**config.mk**
```make
export PLATFORM = sky130hd
export DESIGN_NAME = uvc_ctrl
export DESIGN_NICKNAME = d
export VERILOG_FILES = /design/src/hdl/uvc_pkg.sv /design/src/hdl/uvc_ctrl.sv
export SDC_FILE = /design/constraint.sdc
export NUM_CORES = 1
export LEC_CHECK = 0
export ABC_AREA = 1
export BUFFER_PORTS_ARGS = -buffer_cell sky130_fd_sc_hd__buf_2
export CAP_MARGIN = 15
export CORE_AREA = 2 2 39 41
export DETAILED_ROUTE_END_ITERATION = 8
export DIE_AREA = 0 0 41 43
export PLACE_DENSITY_LB_ADDON = 0.15
export SYNTH_ARGS = -nofsm -noshare
export SYNTH_HDL_FRONTEND = slang
export SYNTH_SLANG_ARGS = --single-unit
```
**constraint.sdc**
```tcl
create_clock -name clk -period 1.25 [get_ports clk]
set_input_delay 0.125 -clock clk [delete_from_list [all_inputs] [get_ports clk]]
set_output_delay 0.125 -clock clk [all_outputs]
set_load 0.1 [all_outputs]
```
**src/hdl/uvc_pkg.sv**
```systemverilog
// Shared types and constants of the unreferenced vertex compactor.
package uvc_pkg;

  // Fixed field widths
  localparam int IDX_W = 16;   // index_value
  localparam int NUM_W = 12;   // new_index
  localparam int CNT_W = 13;   // vertex_count register
  localparam int CMP_W = 17;   // wide enough for any index, count or cursor compare

  typedef enum logic [1:0] {
    OP_START = 2'd0,
    OP_MARK  = 2'd1,
    OP_NEXT  = 2'd2,
    OP_REMAP = 2'd3
  } uvc_op_t;

  typedef enum logic [1:0] {
    ST_CLEAR,
    ST_IDLE,
    ST_LOOKUP
  } uvc_state_t;

  // Controller to datapath
  typedef struct packed {
    logic accept;      // input beat taken this cycle
    logic clear_step;  // write one zero of the mark sweep
    logic commit;      // finish the item: memory writes, counters, output load
  } uvc_cmd_t;

  // Datapath to controller
  typedef struct packed {
    logic clear_last;  // sweep is at the last mark entry
    logic out_free;    // output register can take a result this cycle
  } uvc_sts_t;

endpackage

```
**src/hdl/uvc_ctrl.sv**
```systemverilog
// Controller state machine: mark sweep, accept and commit sequencing.
module uvc_ctrl (
  input  logic              clk,
  input  logic              rst,
  input  logic              in_valid,
  input  uvc_pkg::uvc_op_t  in_op,
  output logic              in_ready,
  input  uvc_pkg::uvc_sts_t sts,
  output uvc_pkg::uvc_cmd_t cmd
);
  import uvc_pkg::*;

  uvc_state_t state, state_next;

  // State register; reset starts the mark sweep
  always_ff @(posedge clk) begin
    if (rst) begin
      state <= ST_CLEAR;
    end else begin
      state <= state_next;
    end
  end

  // Next state
  always_comb begin
    state_next = state;
    unique case (state)
      ST_CLEAR: begin
        if (sts.clear_last) state_next = ST_IDLE;
      end
      ST_IDLE: begin
        if (in_valid) state_next = (in_op == OP_START) ? ST_CLEAR : ST_LOOKUP;
      end
      ST_LOOKUP: begin
        if (sts.out_free) state_next = ST_IDLE;
      end
      default: state_next = ST_CLEAR;
    endcase
  end

  // Outputs
  always_comb begin
    in_ready       = 1'b0;
    cmd.accept     = 1'b0;
    cmd.clear_step = 1'b0;
    cmd.commit     = 1'b0;
    unique case (state)
      ST_CLEAR:  cmd.clear_step = 1'b1;
      ST_IDLE: begin
        in_ready   = 1'b1;
        cmd.accept = in_valid;
      end
      ST_LOOKUP: cmd.commit = sts.out_free;
      default: ;
    endcase
  end

endmodule

```
==> flow_summary.ini <==
[synthesis]
ys_seq_area_share_pct = 26.0
ys_ff_latch = 2
synthXorXnorAreaFrac_pct = 0
yosysTopAreaCell = dfxtp_1
synth_top_family_by_area = simple AND/OR/NAND/NOR gates
synthesis.area_um2 = 154
synth.avg_cell_area_um2 = 6.16
yosys-top-cells-area = dfxtp_1 26%, nand3_2 20%, inv_1 15%
synth.distinct_cells = 11
synthSimpleGateAreaFrac_pct = 53.7
synth_compound_area_share_pct = 3.25
synth.mux.area_fraction_pct = 0
mappedNetlistNets = 32
synth_top_area_share_pct = 26.0
synth_adder_area_share_pct = 0
synth_cells = 25
ys_warn_count = 0

[global_route]
grt_max_degree = 7
grt_pass1_wl_um = 565
track_usage_pct = 5.01
antenna_found_initial = 0
overflow = 0
grt_pass1_vias = 150

[critical_path]
worstPathRequired_ps = 1120
worstSetupPathType = flop to primary output
cp_max_fo = 3
endpoint_kind = primary output
worstPathArrival_ps = 1040
worstSetupStartpointType = flop

[final_layout]
final_common_cell = buf_2
nFillCells = 154
regMostFlops = state
stdcell_count = 55
synthToLayoutAreaGrowth_pct = 126
drive_gt1_share_pct = 64.1
final_cell_mix = 6 x buf_2, 5 x inv_1, 4 x nor2_1, 4 x buf_12
largest_registers = state x2
largest_reg_flops = 2
antenna_cells = 0
final_nets = 48

[sta]
tightest_slew_ps = 172
final-setup-viol-count = 0
slew_viol_final = 0
finClkSkew_ps = 2.46
rsz0062_at_grt = false
min_period_ps = 1160
hold_viol_final = 0
slew_headroom_pct = 88.5
max_freq_ghz = 0.859
finalCritPeriodShare_pct = 93.2

[floorplanning]
initial_core_util_pct = 11.1
die_area_um2 = 1760
ios = 11
die_w_um = 41
rows = 14
die_h_um = 43
core-area_um2 = 1380

[clock_tree]
cts_root_buffer = clkbuf_4
cts_tree = done
ctsHtreeMaxLevel = 1
post_cts_buffers = 0
postCtsHoldBufs = 0
clk_pin_slew_ps = 30
cts.sinks = 2
clock_latency_ps = 220
cts.path.max_buffers = 2
numCtsBuffers = 3

[power]
leakagePower_nw = 0.164
power_density_nw_per_um2 = 2190
ir_drop_v = 0.000601
power.total_uw = 763

[route]
detail-route-antenna-nets = 0
dr.first_iter.drc_count = 2
vias = 188
first_pass_iters = 3
drc = 0
vias_per_cell = 3.42
drt-total-wl_um = 365
wl_per_cell_um = 6.64

[job]
drv_cap = 0

[placed_design]
dp_hpwl_um = 324
io_buffers = 10
gp_congestion = 0.573
dp.cells = 52

[min_path]
hp-class = input port to flop

[status]
status = completed
## layer usage
| layer | global-route usage, % | wire (µm) | up-vias |
|---|---|---|---|
| met2 | 5.63 | 153 | 6 |
| li1 | - | - | 105 |
| met5 | 0 | 0 | - |
| met1 | 6.39 | 183 | 77 |
| met4 | 2.00 | 0 | 0 |
| met3 | 4.71 | 28 | 0 |
## path summary, 6_finish.rpt
| path | slack (ps) | endpoint | start | depth (start not counted) |
|---|---|---|---|---|
| worst max register to register | 310 | state[1] | state[1] | 6 |
| worst min register to register | 550 | state[0] | state[0] | 2 |
| worst max-delay path | 90 | cmd[2] | state[1] | 4 |
| worst min-delay path | 140 | state[0] | rst | 4 |
## synthesized netlist by cell type
library cell	count
dfxtp_1	2
nand3_2	3
nor3_1	1
inv_1	6
nand2_2	1
nand3_1	1
nor2_2	1
nand2_1	3
nor2_1	5
a21oi_1	1
inv_2	1
## critical path: stages (launching register included)
cell and delay [ps]:
dfxtp_1 310, inv_2 100, nand2_2 100, nor2_4 130
buf_12 180
## metrics by stage
| step | hold slack, ps | TNS [ps] | cell area, µm² | util [%] | setup slack, ps |
|---|---|---|---|---|---|
| after floorplan | 275 | -94.1 | 183 | - | -94.1 |
| after global placement | 364 | 0 | 320 | 23.1 | 214 |
| after detailed placement | 368 | 0 | 320 | 23.1 | 203 |
| after CTS | 133 | 0 | 345 | 25.0 | 24.6 |
| after global routing | 167 | 0 | 348 | 25.1 | 27.6 |
| final | 137 | 0 | 348 | 25.1 | 85.4 |
## power by group
part	internal (mW)	switching (mW)	leakage [nW]
logic	0.179	0.331	0.133
clock network	0.106	0.0335	0.0138
registers	0.0850	0.0282	0.0172
## cells by family (layout without fill, tap and decap cells)
group                  after synthesis  count (layout)
AND/OR/NAND/NOR                     15              15
buffers and inverters                7              21
flip-flops                           2               2
AO/OA/AOI/OAI                        1               1
## layout make-up
class                           count  area (µm²)  area share, %
Inverter                            7        30.0           8.63
Timing Repair Buffer               11         118           33.8
Sequential cell                     2        43.8           12.6
Multi-Input combinational cell     16         114           32.7
Tap cell                           16        20.0           5.76
Clock buffer                        3        22.5           6.47
## what timing repair did
| item | 4_1_cts | 5_1_grt |
|---|---|---|
| setup endpoints to repair | 2 | 1 |
| pin swaps | 0 | 0 |
| gates resized for setup | 1 | 1 |
Note: power is estimated with default switching activity, not from simulation.
